File: src/rtl/core/dss_pkg.sv
package dss_pkg;

  localparam int VOICE_W    = 3;
  localparam int VEL_W      = 16;
  localparam int BYTE_W     = 8;
  localparam int MAX_TRIG   = 8;
  localparam int CFG_IDX_W  = 2;
  localparam int CFG_DATA_W = 7;
  localparam int MODE_W     = 2;

  localparam logic [MODE_W-1:0] MODE_TICK   = 2'd0;
  localparam logic [MODE_W-1:0] MODE_RECORD = 2'd1;
  localparam logic [MODE_W-1:0] MODE_ERASE  = 2'd2;

  localparam logic [1:0] EDIT_RECORD = 2'd1;
  localparam logic [1:0] EDIT_ERASE  = 2'd2;

  localparam logic [CFG_IDX_W-1:0] REG_EDIT_MODE   = 2'd0;
  localparam logic [CFG_IDX_W-1:0] REG_STEP_COUNT  = 2'd1;
  localparam logic [CFG_IDX_W-1:0] REG_NEXT_TRACK  = 2'd2;
  localparam logic [CFG_IDX_W-1:0] REG_NEXT_ENABLE = 2'd3;

  typedef struct packed {
    logic clr_en;
    logic accept;
    logic rd_en;
    logic advance;
    logic emit;
  } dss_cmd_t;

  typedef struct packed {
    logic clr_done;
    logic is_tick;
    logic rd_last;
    logic any;
    logic out_free;
    logic last_pick;
  } dss_sts_t;

endpackage

File: src/rtl/core/dss_ctrl.sv
module dss_ctrl (
  input  logic              clk,
  input  logic              rst,
  input  logic              in_valid,
  output logic              in_ready,
  input  dss_pkg::dss_sts_t sts,
  output dss_pkg::dss_cmd_t cmd
);

  typedef enum logic [2:0] {
    S_CLEAR,
    S_IDLE,
    S_READ,
    S_SETTLE,
    S_EMIT
  } state_t;

  state_t state;
  state_t state_next;

  always_comb begin
    cmd        = '0;
    state_next = state;
    unique case (state)
      S_CLEAR: begin
        cmd.clr_en = 1'b1;
        if (sts.clr_done) begin
          state_next = S_IDLE;
        end
      end
      S_IDLE: begin
        cmd.accept = in_valid;
        if (in_valid && sts.is_tick) begin
          state_next = S_READ;
        end
      end
      S_READ: begin
        cmd.rd_en = 1'b1;
        if (sts.rd_last) begin
          state_next = S_SETTLE;
        end
      end
      S_SETTLE: begin
        cmd.advance = 1'b1;
        state_next  = S_EMIT;
      end
      S_EMIT: begin
        cmd.emit = sts.any && sts.out_free;
        if (!sts.any || (cmd.emit && sts.last_pick)) begin
          state_next = S_IDLE;
        end
      end
      default: begin
        state_next = S_IDLE;
      end
    endcase
  end

  always_ff @(posedge clk) begin
    if (rst) begin
      state <= S_CLEAR;
    end else begin
      state <= state_next;
    end
  end

  assign in_ready = (state == S_IDLE);

endmodule

File: config.mk
export PLATFORM = sky130hd
export DESIGN_NAME = dss_ctrl
export DESIGN_NICKNAME = d
export VERILOG_FILES = /design/src/rtl/core/dss_pkg.sv /design/src/rtl/core/dss_ctrl.sv
export SDC_FILE = /design/constraint.sdc
export NUM_CORES = 1
export LEC_CHECK = 0
export ABC_AREA = 1
export BUFFER_PORTS_ARGS = -buffer_cell sky130_fd_sc_hd__buf_2
export CAP_MARGIN = 20
export CORE_AREA = 2 2 39 41
export CTS_BUF_LIST = sky130_fd_sc_hd__clkbuf_4
export DETAILED_ROUTE_END_ITERATION = 8
export DIE_AREA = 0 0 41 43
export GPL_TIMING_DRIVEN = 1
export SETUP_SLACK_MARGIN = 0.15
export SLEW_MARGIN = 20
export SYNTH_ARGS = -nofsm -noshare
export SYNTH_HDL_FRONTEND = slang
export SYNTH_SLANG_ARGS = --single-unit
File: constraint.sdc
create_clock -name clk -period 1.62 [get_ports clk]
set_clock_uncertainty 0.1 [all_clocks]
set_input_delay 0.243 -clock clk [delete_from_list [all_inputs] [get_ports clk]]
set_output_delay 0.243 -clock clk [all_outputs]
set_load 0.01 [all_outputs]
==> impl_results.md <==
- Crit Path Max Fanout: 5
- Synth unique cells: 11
- Clk slew on worst S/H paths: about 0.04 ns
- Post-route ant nets: 0
- Post-Route WL: 552 um
- Starting Density: between 15 and 20%
- CP cell instances: nor2_1 -> and3_1 -> buf_2
- Initial antenna violation count: 0
- Largest family of logic cells by synthesized area: simple AND/OR/NAND/NOR gates
- Slew Limit Headroom: between 80 and 90%
- Status: completed
- HP Start: rst
- Post-layout nets: 73
- R2R cell count: 6
- R2R Setup Slk: 0.49 ns
- Min-delay worst type: in -> reg
- Full die area: 0.001763 mm^2
- Drt first pass iters: 4
- Regs by FF count: state x3
- Via-per-instance ratio: between 3 and 4
- Pwr dens: around 1600 mW/mm^2
- Worst vdd ir: 0.3992 mV
- CTS sink cnt: 3
- Worst r2r dst: state[1]
- Critical setup path kind: reg -> out
- Clock Tree Buf Depth: 2
- Reg2Reg Launch Point: state[0]
- Number of global-route vias before repair: 261
- Most frequent cells in the layout: buf_2, nand2_1, inv_1, nor2_1, clkbuf_4
- Vias: about 300
- Clock Latency Late Sink: 0.23 ns
- Crit share post-route: roughly 87%
- PortBufs: 14
- Synth warnings: 0
- Cells after Synth: 44
- Setup Viol. Count Final: 0
- Synth Register Bits: 3
- Setup TNS: 0 ns
- Cell Count, Final, Fillers Out: 79
- Synth Area in XOR/XNOR: 0%
- Post-DP HPWL: 461.3 um
- Commonest non-fill, non-tap cell in the layout: buf_2
- Crit-path max cell delay: 0.35 ns
- Min Hold Slack: 0.07093 ns
- Mapped Area: 236.5 um^2
- DRC violations left: 0
- Largest net degree at the start of global routing: 6
- Post-synthesis mux area share: 0%
- Die width: approximately 41 um
- CTS tree: built
- Max FFs per register: 3
- Crit. End Element: output port
- CTS H-tree depth: 1
- Fmax achieved: ~700 MHz
- Fin. Hold Viols: 0
- Slew Limit Fails: 0
- Area Growth Syn to Fin: 60.85%
- Biggest register: state
- DRT iter0 DRCs: 1
- CP arrival: 1.07 ns
- Wire per inst: 6.987 um
- Core ar.: 0.001384 mm^2
- RSZ-0062 raised after global routing: yes
- Share of cells above drive strength 1: 47.62%
- Hold Crit Endpoint: state[2]
- Synth Net Count: 53
- Inst Count DP: 74
- Compound-gate portion of the synthesized area: 2.116%
- Tot GR Track Use: between 7 and 8%
- # rows: 14
- Root buf cell: clkbuf_4
- I/O pins: 15
- WP data required: 1.28 ns
- Max-Cap Viols: 0
- # hold bufs at CTS: 0
- First-pass GRT wire length: 876 um
- CP Launch Type: flip-flop
- Number of diodes: 0
- Leakage power: 0.2480 nW
- Crit path time final: 1.416 ns
- Syn Area/Cell: 5.374 um^2
- Sequential share of the synthesized area: between 20% and 30%
- CTS Buf Count: 3
- Worst Tran Pin Value: 0.2072 ns
- Die Span Y: roughly 43 um
- Hold path cells: 2
- Critical-path top delay cell: dfxtp_4
- Placer Congestion: 0.6919
- Synth Area in Simple Gates: 53.44%
- Gr ovfl total: 0
- Post-Synth Adder-Cell Area: 0%
-- worst max-delay path, delay by kind of cell, from the launching register on --
kind	cells	cell delay, ns
DFF	1	0.35
buffers and inverters	1	0.12
and+or+nand+nor	2	0.37
-- what timing repair did --
item / CTS / global route
pin swaps: 0 / 3
buffers inserted: 0 / 1
setup endpoints to repair: 1 / 4
gates resized for setup: 1 / 7
-- routing by layer --
metal,GRT usage (%),up-vias,wire length (um)
met5,0,-,0
li1,-,166,-
met4,8.000,0,0
met2,12.50,3,333
met3,1.571,0,18
met1,6.709,128,200
-- worst max-delay path by stage --
stage	from	to	slack, ns	cells past startpoint
floorplan	state[0]	cmd[3]	0.49	4
global placement	state[0]	cmd[3]	0.43	5
detailed placement	state[0]	cmd[3]	0.41	5
CTS	state[1]	cmd[1]	0.19	5
global route	state[0]	cmd[3]	0.13	5
finish	state[0]	cmd[0]	0.20	3
-- cell families after synthesis --
logic type,Yosys count
and+or+nand+nor,28
buffers and inverters,12
DFF,3
AOI/OAI and AO/OA,1
-- where the power goes --
| group | leakage (nW) | internal (W) | switching, W | total [W] |
|---|---|---|---|---|
| clock network | 0.0184 | 0.000109 | 0.0000377 | 0.000147 |
| registers | 0.0261 | 0.000108 | 0.0000305 | 0.000139 |
| logic | 0.204 | 0.000136 | 0.000186 | 0.000322 |
| total | 0.248 | 0.000353 | 0.000254 | 0.000607 |
-- synthesized netlist by cell type --
cell type | n | area (um^2)
nand2_1 | 13 | 48.80
inv_1 | 11 | 41.29
nor2_1 | 6 | 22.52
dfxtp_1 | 3 | 60.06
nand3_1 | 3 | 15.01
nor2_2 | 3 | 18.77
a21oi_1 | 1 | 5.000
and3_1 | 1 | 6.260
inv_2 | 1 | 3.750
nand3_2 | 1 | 10.01
nor3_1 | 1 | 5.000
-- through the flow --
step | instance area, um^2 | utilization, % | worst slack (ns) | total power (W)
after global routing | 380.4 | 27.49 | 0.1272 | 0.0006797
final | 380.4 | 27.49 | 0.2042 | 0.0006072
after detailed placement | 326.6 | 23.60 | 0.4125 | 0.0004147
after global placement | 326.6 | 23.60 | 0.4312 | 0.0004132
after floorplan | 236.5 | - | 0.4937 | 0.0003299
after CTS | 357.8 | 25.86 | 0.1905 | 0.0005730
-- area by class of cell --
cell class,instances,area (um^2)
Multi-Input combinational cell,29,141.4
Clock buffer,4,30.03
Inverter,12,45.04
Timing Repair Buffer,15,77.57
Fill cell,167,1003
Tap cell,16,20.02
Sequential cell,3,66.31
(Power assumes the default switching activity.)
